$ cat config.mk
export PLATFORM = sky130hd
export DESIGN_NAME = bba_ctrl
export DESIGN_NICKNAME = d
export VERILOG_FILES = /design/src/rtl/core/bba_pkg.sv /design/src/rtl/core/bba_ctrl.sv
export SDC_FILE = /design/constraint.sdc
export NUM_CORES = 1
export LEC_CHECK = 0
export BUFFER_PORTS_ARGS = -buffer_cell sky130_fd_sc_hd__buf_4
export CELL_PAD_IN_SITES_DETAIL_PLACEMENT = 1
export CELL_PAD_IN_SITES_GLOBAL_PLACEMENT = 2
export CORE_MARGIN = 1
export CORE_UTILIZATION = 24
export CTS_CLUSTER_DIAMETER = 80
export DETAILED_ROUTE_END_ITERATION = 8
export PLACE_DENSITY = 0.84
export REMOVE_ABC_BUFFERS = 1
export SYNTH_ARGS = -nofsm -noshare
export SYNTH_HDL_FRONTEND = slang
export SYNTH_SLANG_ARGS = --single-unit
$ cat constraint.sdc
create_clock -name clk -period 1.4 [get_ports clk]
set_input_delay 0.14 -clock clk [delete_from_list [all_inputs] [get_ports clk]]
set_output_delay 0.14 -clock clk [all_outputs]
set_load 0.05 [all_outputs]
$ cat src/rtl/core/bba_pkg.sv
`timescale 1ns / 1ps
`default_nettype none

package bba_pkg;

  localparam int unsigned MaxOrderDef = 10;
  localparam logic [3:0]  MaxOrderRst = 4'd10;
  localparam int unsigned OrdW        = 5;

  localparam logic CMD_ALLOC = 1'b0;
  localparam logic CMD_FREE  = 1'b1;

  localparam logic [1:0] ST_ALLOC   = 2'd0;
  localparam logic [1:0] ST_NOSPACE = 2'd1;
  localparam logic [1:0] ST_FREED   = 2'd2;
  localparam logic [1:0] ST_REJECT  = 2'd3;

  typedef struct packed {
    logic        command;
    logic [11:0] block_count;
    logic [9:0]  block_offset;
  } in_item_t;

  typedef struct packed {
    logic [1:0]  status;
    logic [9:0]  result_offset;
    logic [10:0] freed_count;
  } out_item_t;

  typedef enum logic [4:0] {
    OP_NONE, OP_LOAD, OP_NOSPACE, OP_REJECT, OP_ORD_INC,
    OP_SPLIT_RD, OP_SPLIT_A, OP_SPLIT_B, OP_POP_RD, OP_POP_FIN,
    OP_FSTART, OP_WALK_HIT, OP_WALK_MISS, OP_WALK_NEXT,
    OP_UNLINK_A, OP_UNLINK_B, OP_PUSH, OP_OUT
  } op_t;

  typedef struct packed {
    op_t op;
  } dp_cmd_t;

  typedef struct packed {
    logic is_free;
    logic big_alloc;
    logic big_free;
    logic head_v;
    logic ord_eq_tgt;
    logic ord_eq_lim;
    logic ord_eq_top;
    logic walk_end;
    logic hit;
    logic out_busy;
  } dp_stat_t;

  // smallest order whose size covers the count, zero and one give order zero
  function automatic logic [OrdW-1:0] order_of(input logic [11:0] count);
    logic [11:0]     cm1;
    logic [OrdW-1:0] o;
    cm1 = count - 12'd1;
    o   = '0;
    if (count > 12'd1) begin
      for (int i = 0; i < 12; i++) begin
        if (cm1[i]) begin
          o = OrdW'(i + 1);
        end
      end
    end
    return o;
  endfunction

endpackage

`default_nettype wire

$ cat src/rtl/core/bba_ctrl.sv
`timescale 1ns / 1ps
`default_nettype none

module bba_ctrl (
  input  wire logic              clk,
  input  wire logic              rst_n,
  input  wire logic              in_valid,
  output logic                   in_ready,
  input  wire bba_pkg::dp_stat_t stat,
  output bba_pkg::dp_cmd_t       cmd
);
  import bba_pkg::*;

  typedef enum logic [3:0] {
    S_IDLE, S_DISPATCH, S_SEARCH, S_SPLIT1, S_SPLIT2, S_POP,
    S_FCHK, S_WALK, S_WNEXT, S_UNL1, S_UNL2, S_FIN
  } state_t;

  state_t state_r, state_nxt;

  assign in_ready = (state_r == S_IDLE);

  always_comb begin
    state_nxt = state_r;
    cmd.op    = OP_NONE;
    unique case (state_r)
      S_IDLE: begin
        if (in_valid) begin
          cmd.op    = OP_LOAD;
          state_nxt = S_DISPATCH;
        end
      end
      S_DISPATCH: begin
        if (!stat.is_free) begin
          if (stat.big_alloc) begin
            cmd.op    = OP_NOSPACE;
            state_nxt = S_FIN;
          end else begin
            state_nxt = S_SEARCH;
          end
        end else if (stat.big_free) begin
          cmd.op    = OP_REJECT;
          state_nxt = S_FIN;
        end else begin
          state_nxt = S_FCHK;
        end
      end
      S_SEARCH: begin
        if (stat.head_v) begin
          if (stat.ord_eq_tgt) begin
            cmd.op    = OP_POP_RD;
            state_nxt = S_POP;
          end else begin
            cmd.op    = OP_SPLIT_RD;
            state_nxt = S_SPLIT1;
          end
        end else if (stat.ord_eq_lim) begin
          cmd.op    = OP_NOSPACE;
          state_nxt = S_FIN;
        end else begin
          cmd.op = OP_ORD_INC;
        end
      end
      S_SPLIT1: begin
        cmd.op    = OP_SPLIT_A;
        state_nxt = S_SPLIT2;
      end
      S_SPLIT2: begin
        cmd.op    = OP_SPLIT_B;
        state_nxt = S_SEARCH;
      end
      S_POP: begin
        cmd.op    = OP_POP_FIN;
        state_nxt = S_FIN;
      end
      S_FCHK: begin
        if (stat.ord_eq_top) begin
          cmd.op    = OP_PUSH;
          state_nxt = S_FIN;
        end else begin
          cmd.op    = OP_FSTART;
          state_nxt = S_WALK;
        end
      end
      S_WALK: begin
        if (stat.walk_end) begin
          cmd.op    = OP_PUSH;
          state_nxt = S_FIN;
        end else if (stat.hit) begin
          cmd.op    = OP_WALK_HIT;
          state_nxt = S_UNL1;
        end else begin
          cmd.op    = OP_WALK_MISS;
          state_nxt = S_WNEXT;
        end
      end
      S_WNEXT: begin
        cmd.op    = OP_WALK_NEXT;
        state_nxt = S_WALK;
      end
      S_UNL1: begin
        cmd.op    = OP_UNLINK_A;
        state_nxt = S_UNL2;
      end
      S_UNL2: begin
        cmd.op    = OP_UNLINK_B;
        state_nxt = S_FCHK;
      end
      S_FIN: begin
        if (!stat.out_busy) begin
          cmd.op    = OP_OUT;
          state_nxt = S_IDLE;
        end
      end
      default: state_nxt = S_IDLE;
    endcase
  end

  always_ff @(posedge clk) begin
    if (!rst_n) begin
      state_r <= S_IDLE;
    end else begin
      state_r <= state_nxt;
    end
  end

endmodule

`default_nettype wire

Yosys cells after proc, flatten, opt, wreduce, memory -nomap -nowiden

Cells that the tools add are included.

Register bits after elaboration: 4
Input bits: 13
Output and inout bits: 6

Equal/unequal tests: 14
Mux-type cells: 24
Reduce and logical (&&, ||, !) cells: 2

Operators by type and width:

| cell                                                                   | count |
|---|---|
| 5-bit case mux with 12 select lines                                    | 1 |
| 4-bit case mux with 12 select lines                                    | 1 |
| 4-bit two-way mux                                                      | 9 |
| 5-bit two-way mux                                                      | 5 |
| 4-bit by 3-bit equality test with 1-bit output (second input constant) | 4 |
| 4-bit equality test (second input constant)                            | 4 |
| 3-bit two-way mux                                                      | 3 |
| 4-bit by 2-bit equality test with 1-bit output (second input constant) | 2 |
| 2-bit two-way mux                                                      | 3 |
| 4-bit by 1-bit equality test with 1-bit output (second input constant) | 1 |
| 4-bit zero test                                                        | 1 |
| 2-bit inequality test (second input constant)                          | 2 |
| 3-bit inequality test (second input constant)                          | 1 |
| 3-bit AND reduction                                                    | 1 |
| 1-bit two-way mux                                                      | 2 |

Logic depth before layout (Yosys ltp)

Gate-level depths: netlist (run 1).

Word-level depth: 3
Depth in mapped cells: 6
Gate-level depth less buffers: 4

Worst setup path after synthesis (run 1)

Ideal clock, no wire load.

Kind: reg-to-output
Start: register state_r[0]
End: output cmd[1] (netlist name)
Arrival time: 1766 ps
Path slack: -506 ps
Stages on the path, launching flop included: 6
Cells stage by stage: dfxtp_1 -> buf_2 -> buf_4 -> a211oi_1 -> a21oi_1 -> o221ai_1

RTL lines:

| what                   | RTL line        | text |
|---|---|---|
| from (decl)            | bba_ctrl.sv:19  | `state_t state_r, state_nxt;` |
| from (signal assigned) | bba_ctrl.sv:123 | `state_r <= state_nxt;` |
| to (decl)              | bba_ctrl.sv:10  | `output bba_pkg::dp_cmd_t cmd` |

Final worst setup path (run 1)

Start: register state_r[2]
End: register state_r[1]

Cells in the longest elaborated chain, start to end: 3

RTL lines:

| what                                                                                   | RTL line       | text |
|---|---|---|
| 4-bit by 2-bit equality test with 1-bit output, or another cell as far along           | bba_ctrl.sv:26 | `unique case (state_r)` |
| 3-bit inequality test (no source line) / 2-bit inequality test (equally long branches) | n/a            |  |
| 3-bit AND reduction (no source line)                                                   | n/a            |  |

Parallel ways exist; a longest one is shown, timed or not.
A chain may end at the register's enable or synchronous reset.

==> metrics.csv, run 1 <==
stage,metric,value,unit
logic_synthesis,yosys.area.top_type,dfxtp_1,
grt,antenna_found_initial,0,
grt,top_usage_layer,met2,
logic_synthesis,ys_ff_latch,4,
logic_synthesis,synth_area_per_cell,6.94,µm²
cts,cts.sinks,4,
grt,use_met3,2.59,%
pwr,comb_power_share,84.2,%
setup_path,reg2reg_slack,-0.27,ns
setup_path,path_max_fanout,8,
floorplanning,placeableCoreArea,2480,µm²
setup_path,end_kind,register,
pwr,ir_worst_vdd,1.34,mV
final_layout,nets,143,
cts,clk_path_buf_depth,2,
sta,slew_headroom,53.3,%
pwr,power_frac_clock,5.3,%
status,outcome,"finished, violations left",
final_layout,antennaDiodeCount,0,
grt,grt_pass1_wl,4.05,mm
setup_path,cp-startpoint,state_r[2],
cts,clk_pin_slew,0.04,ns
sta,hold_viol,0,
sta,final.setup.worst_slack,-0.274,ns
final_layout,regMostFlops,state_r,
routing,routedWlPerCell,17.2,µm
cts,cts_tree,yes,
sta,clock_skew,0.00788,ns
final_layout,final_cell_mix,"32 x buf_4, 9 x buf_6, 7 x inv_1, 7 x a21oi_1",
cts,clk_latency,0.24,ns
final_layout,multi_input_area,572,µm²
setup_path,cpMaxStageDelayCell,a2111oi_0,
final_layout,finalInstanceArea,1140,µm²
final_layout,final_util,45.9,%
min_path,hold_class,input port to register,
grt,grt_use_total,20.2,%
grt,overflow,0,
logic_synthesis,yosysSeqAreaShare,12.7,%
sta,rsz0062_at_grt,true,
pwr,swShare,50.8,%
setup_path,worstRegToRegCells,4,
routing,avgViaCountPerCell,5.26,
cts,ctsRootBufferMaster,clkbuf_4,
sta,finalSetupViolations,9,
routing,drt_iter0_drc,7,
setup_path,crit_chain,buf_6 -> a2111oi_0 -> nor3b_1 -> o31a_1,
floorplanning,rows,18,
routing,firstDrtPassIters,4,
setup_path,crit_path_start_kind,register,
sta,min_period_over_period,120,%
routing,drc,0,
final_layout,n_fill_cell,308,
grt,use_met2,36.0,%
floorplanning,die_h,53.3,µm
final_layout,mostFrequentLayoutCell,buf_4,
grt,use_met1,24.6,%
cts,htree_levels,1,
sta,tightest_slew,0.683,ns
sta,min_period,1.67,ns
routing,finalWirelength,2.71,mm
logic_synthesis,syn-cell-area,632,µm²
floorplanning,die_area,2840,µm²
final_layout,reg_top3,state_r x4,
pwr,p_int,1370,µW
grt,grt_max_degree,10,
status,violations,negative setup slack,
logic_synthesis,synthCells,91,
floorplanning,dieWidth,53.3,µm
pwr,power_frac_seq,10.5,%
pwr,power_density,2440,nW/µm²
logic_synthesis,yosysUniqueCellTypes,38,
setup_path,slowest_delay,0.63,ns
floorplanning,start_util,25.5,%
grt,grt_pass1_vias,888,
setup_path,path_delay_family,compound AO/OA/AOI/OAI gates,
setup_path,reg2reg_to,state_r[1],
place,post_dp_cell_area,935,µm²
setup_path,worstPathRequired,1.52,ns
pwr,p_sw,1410,µW
setup_path,cp.arrival,1.80,ns
place,port_buffers,18,
final_layout,areaGrowthSynthToFinish,79.8,%
sta,report.final.slew_viol_count,0,
final_layout,fin_cells,158,
setup_path,worstSetupPathType,register to register,
floorplanning,ios,19,
logic_synthesis,synth_warnings,0,
place,dp.cells,153,
final_layout,drive_gt1_share,56.3,%
pwr,power.leakage,0.000484,µW
cts,hold_buffers,0,
cts,numCtsBuffers,3,
place,gp_congestion,0.865,
place,dpl_worst_slack,-0.194,ns
setup_path,cp.depth,4,
setup_path,r2r-start,state_r[2],
logic_synthesis,synth_area_leaders,"dfxtp_1 13%, o21ai_0 6.3%, a21oi_1 5.5%",
sta,max_freq,597,MHz
final_layout,regArea,95.1,µm²
final_layout,largest_reg_flops,4,
setup_path,path_buf_inv,1,
setup_path,crit_path_end,state_r[1],
routing,drt.antenna.violating_nets,0,
place,dp_hpwl,1.85,mm
routing,vias,831,
run,drv_cap,0,
logic_synthesis,yosysTopAreaCellShare,12.7,%
-- cells in the mapped netlist (all sizes together) --
cell type / instances
inv: 8
o21ai: 8
a21oi: 7
buf: 7
nor2: 6
nand2: 5
nor3: 5
a31oi: 4
dfxtp: 4
mux2: 3
mux2i: 3
nor2b: 3
nor3b: 3
a22oi: 2
clkbuf: 2
nor4: 2
o31a: 2
a2111oi: 1
a211oi: 1
a21boi: 1
a21o: 1
a2bb2oi: 1
a32oi: 1
and2: 1
and4: 1
nand2b: 1
nand3: 1
nand4: 1
o21a: 1
o221ai: 1
o22ai: 1
o311ai: 1
or3: 1
xor2: 1
-- power by group through the flow --
stage | logic, µW | registers, µW | clock network [µW]
2_1_floorplan | 997 | 355 | 0
5_1_grt | 2490 | 302 | 162
3_5_place_dp | 1900 | 255 | 0
3_3_place_gp | 1850 | 246 | 0
4_1_cts | 2140 | 272 | 154
6_report | 2340 | 292 | 147
-- area by class of cell --
class | count | area share (%)
tap | 30 | 3.30
sequential | 4 | 8.37
clock buffer | 3 | 1.98
inverter | 8 | 2.86
multi-input combinational | 70 | 50.3
timing repair buffer | 43 | 33.1
-- through the flow --
step / TNS, ns / hold slack [ns] / power [µW]
detailed placement: -1.03 / 0.396 / 2160
CTS: -1.33 / 0.156 / 2570
finish: -1.46 / 0.178 / 2780
global route: -2.07 / 0.174 / 2960
floorplan: -3.76 / 0.258 / 1350
global placement: -0.565 / 0.382 / 2100
-- worst min-delay path by stage --
stage,start,endpoint,depth (start not counted)
final,rst_n,state_r[2],2
after detailed placement,rst_n,state_r[2],2
after CTS,rst_n,state_r[2],2
after global placement,rst_n,state_r[2],2
after global routing,rst_n,state_r[1],2
after floorplan,rst_n,state_r[2],1
-- per-layer routing --
metal,vias to the layer above,share of wire [%]
met4,0,0.77
li1,409,-
met5,-,0
met1,397,42
met2,23,54
met3,2,2.7
-- kinds of logic after synthesis --
kind of cell              synth area share (%)
xor gates and xnor gates                  1.39
DFF                                       12.7
muxes                                     10.1
and+or+nand+nor                           28.7
AOI/OAI and AO/OA                         33.7
buffers and inverters                     13.5
-- repair_timing --
item,in CTS,in global routing
resized for setup,23,21
buffers inserted,2,0
pin swaps,3,4
endpoints found under the hold margin,0,0
setup endpoints to repair,9,9
(Power assumes the default switching activity.)
==> run 2, diff against run 1 <==
--- a/config.mk
+++ b/config.mk
@@ -5,14 +5,15 @@
 export SDC_FILE = /design/constraint.sdc
 export NUM_CORES = 1
 export LEC_CHECK = 0
+export ABC_AREA = 1
 export BUFFER_PORTS_ARGS = -buffer_cell sky130_fd_sc_hd__buf_4
 export CELL_PAD_IN_SITES_DETAIL_PLACEMENT = 1
 export CELL_PAD_IN_SITES_GLOBAL_PLACEMENT = 2
 export CORE_MARGIN = 1
-export CORE_UTILIZATION = 24
+export CORE_UTILIZATION = 20
 export CTS_CLUSTER_DIAMETER = 80
 export DETAILED_ROUTE_END_ITERATION = 8
-export PLACE_DENSITY = 0.84
+export PLACE_DENSITY = 0.82
 export REMOVE_ABC_BUFFERS = 1
 export SYNTH_ARGS = -nofsm -noshare
 export SYNTH_HDL_FRONTEND = slang
==> run 2 against run 1 <==
Effect of this change: the flow still finishes with violations (negative setup slack); global-route usage is 0.51 points lower; wire length is 9.6% higher; hold slack better by 0.014 ns.
==> metrics.csv, run 2 <==
stage,metric,value,unit,change
sta,hold_viol,0,,unchanged
floorplanning,die_area,3040,µm²,+7.1%
logic_synthesis,ys_ff_latch,4,,unchanged
logic_synthesis,synthCells,107,,+18%
setup_path,slowest_delay,0.35,ns,-0.28 ns
place,gp_congestion,0.843,,-2.6%
logic_synthesis,syn-cell-area,566,µm²,-10%
pwr,power_frac_clock,6.1,%,+0.8 points
cts,hold_buffers,0,,unchanged
final_layout,finalInstanceArea,1160,µm²,+2.3%
logic_synthesis,synth_area_leaders,"nand2_1 25%, dfxtp_1 14%, nor2_1 10%",,
pwr,power_frac_seq,9.7,%,-0.8 points
routing,avgViaCountPerCell,4.81,,-8.6%
floorplanning,start_util,22.0,%,-3.5 points
logic_synthesis,yosysUniqueCellTypes,22,,-42%
routing,routedWlPerCell,16.1,µm,-6.4%
routing,drt_iter0_drc,2,,-5
pwr,power.leakage,0.000576,µW,+19%
routing,wl_met1,1.16,mm,+0.52%
logic_synthesis,yosys.area.top_type,nand2_1,,
cts,clk_path_buf_depth,2,,unchanged
sta,report.final.slew_viol_count,0,,unchanged
pwr,ir_worst_vdd,1.34,mV,-0.15%
setup_path,crit_path_start_kind,register,,
pwr,swShare,54.8,%,+4.0 points
place,port_buffers,18,,unchanged
routing,finalWirelength,2.97,mm,+9.6%
min_path,worstHoldPathCells,3,,+1
cts,ctsRootBufferMaster,clkbuf_4,,
logic_synthesis,yosysSeqAreaShare,14.2,%,+1.5 points
logic_synthesis,async_flop_share,0,%,unchanged
sta,finalSetupViolations,7,,-2
grt,grt_pass1_wl,4.15,mm,+2.4%
sta,max_freq,581,MHz,-2.7%
sta,rsz0062_at_grt,true,,
floorplanning,die_h,55.2,µm,+3.5%
sta,min_period_over_period,123,%,+3.4 points
routing,dr_wl_met2,1.65,mm,+13%
grt,antenna_found_initial,0,,unchanged
final_layout,nets,170,,+19%
cts,cts_tree,yes,,
setup_path,worstSetupPathType,register to output pin,,
routing,firstDrtPassIters,2,,-2
grt,grt_max_degree,7,,-3
setup_path,path_buf_inv,3,,+2
place,post_dp_cell_area,866,µm²,-7.4%
final_layout,drive_gt1_share,61.3,%,+5.0 points
pwr,p_sw,1360,µW,-3.4%
setup_path,path_delay_family,flip-flops,,
final_layout,largest_reg_flops,4,,unchanged
final_layout,final_cell_mix,"33 x buf_4, 28 x nand2_1, 12 x buf_6",,
floorplanning,placeableCoreArea,2570,µm²,+3.6%
final_layout,regMostFlops,state_r,,
routing,met3_length,51,µm,-30%
cts,clk_latency,0.25,ns,about the same
logic_synthesis,synth_edf_count,0,,unchanged
final_layout,reg_top3,state_r x4,,
routing,drt.antenna.violating_nets,0,,unchanged
status,violations,negative setup slack,,
cts,cts.sinks,4,,unchanged
cts,numCtsBuffers,3,,unchanged
setup_path,end_kind,output pin,,
place,dpl_worst_slack,-0.0960,ns,+0.0981 ns
sta,clock_skew,0.00389,ns,-0.00399 ns
pwr,power_density,2140,nW/µm²,-12%
setup_path,crit_chain,inv_2 -> nand2_2 -> inv_2 -> o21ai_0 -> nand4_1 -> buf_6,,
status,outcome,"finished, violations left",,
setup_path,worstRegToRegCells,10,,+6
sta,tightest_slew,0.342,ns,-0.341 ns
grt,overflow,0,,unchanged
final_layout,mostFrequentLayoutCell,buf_4,,
sta,min_period,1.72,ns,+0.0470 ns
min_path,hold_class,input port to register,,
floorplanning,dieWidth,55.2,µm,+3.5%
routing,vias,889,,+7.0%
sta,holdWs,0.192,ns,+0.0139 ns
setup_path,cp.arrival,1.58,ns,-0.22 ns
logic_synthesis,yosysTopAreaCellShare,25.2,%,+13 points
place,dp_hpwl,2.00,mm,+7.9%
setup_path,path_common_cell,inv_2,,
setup_path,cp.depth,6,,+2
floorplanning,ios,19,,unchanged
logic_synthesis,synth_top_flop_cell,dfxtp_1,,
final_layout,n_fill_cell,349,,+13%
final_layout,antennaDiodeCount,0,,unchanged
run,drv_cap,0,,unchanged
grt,grt_pass1_vias,920,,+3.6%
pwr,comb_power_share,84.1,%,about the same
setup_path,worstPathRequired,1.26,ns,-0.26 ns
floorplanning,rows,18,,unchanged
final_layout,areaGrowthSynthToFinish,106,%,
cts,htree_levels,1,,unchanged
routing,drc,0,,unchanged
setup_path,path_max_fanout,3,,-5
pwr,p_int,1120,µW,-18%
logic_synthesis,synth_area_per_cell,5.29,µm²,-24%
grt,grt_use_total,19.6,%,-0.51 points
logic_synthesis,synth_warnings,0,,unchanged
logic_synthesis,synth_most_common_cell,nand2_1,,
pwr,total_power,2490,µW,-10%
sta,final.setup.worst_slack,-0.321,ns,-0.0470 ns
sta,slew_headroom,77.0,%,+24 points
logic_synthesis,synth_common_cells,"38 x nand2_1, 15 x nor2_1, 10 x inv_1, 9 x nand3_1",,
setup_path,cpMaxStageDelayCell,dfxtp_2,,
routing,top_layer,met4,,
cts,clk_pin_slew,0.04,ns,about the same
==> run 2: cell count changes in the layout (fill, tap and decap cells not counted), moves of 3 or more <==
cell / change
nand3_1: +5
nand2_2: +10
a21oi_1: -6
nor2_1: +3
inv_2: +5
nor2_4: +9
o21ai_0: -4
nand3_2: +3
nand2_1: +23
buf_6: +3
a21oi_2: +4
==> run 2: path summary, 6_finish.rpt <==
path           endpoint  slack [ns]        from
min          state_r[0]        0.19       rst_n
max reg2reg  state_r[1]       -0.09  state_r[0]
min reg2reg  state_r[0]        0.83  state_r[0]
max              cmd[1]       -0.32  state_r[1]
==> run 2: metal layers <==
metal | vias to the layer above | track usage [%]
li1 | 441 | -
met1 | 421 | 23.1
met2 | 18 | 37.8
met3 | 9 | 0.820
met4 | 0 | 5.83
met5 | - | 0
==> run 2: worst register-to-register path, stage by stage (launching register included) <==
cell	delay [ns]
dfxtp_4	0.36
buf_6	0.12
nor2_4	0.19
nand2_2	0.12
buf_4	0.15
buf_6	0.11
nand2_4	0.07
nor2_1	0.06
nand2_1	0.06
nand2_1	0.06
a21oi_2	0.13
==> run 2: per-stage QoR <==
| step | instances | utilization (%) | setup TNS [ns] |
|---|---|---|---|
| 6_report | 185 | 45.3 | -1.38 |
| 5_1_grt | 185 | 45.3 | -1.88 |
| 4_1_cts | 181 | 39.4 | -0.935 |
| 3_5_place_dp | 172 | 33.7 | -0.226 |
| 3_3_place_gp | 172 | 33.7 | -0.0523 |
| 2_1_floorplan | 107 | - | -0.494 |
==> run 2: cell families after synthesis <==
family	count (synthesis)	share of synthesized area (%)
buffers and inverters	14	9.29
and+or+nand+nor	78	63.7
AOI/OAI and AO/OA	11	12.8
DFF	4	14.2
==> run 2: area by class of cell <==
cell class                 instances  area (µm²)  share of cell area [%]
sequential                         4        92.6                    7.97
multi-input combinational         89         572                    49.2
clock buffer                       3        22.5                    1.94
tap                               30        37.5                    3.23
timing repair buffer              45         383                    32.9
inverter                          14        55.1                    4.74
==> run 2: power by group through the flow <==
stage / clock, µW / sequential, µW / combinational, µW
finish: 152 / 242 / 2090
CTS: 146 / 252 / 1740
detailed placement: 0 / 223 / 1530
global placement: 0 / 222 / 1500
global route: 158 / 250 / 2200
floorplan: 0 / 225 / 934
==> run 2: what timing repair did <==
item / CTS / global route
resized for setup: 27 / 31
gates cloned: 0 / 0
setup endpoints to repair: 7 / 9
setup buffers: 6 / 6
pin swaps: 9 / 16
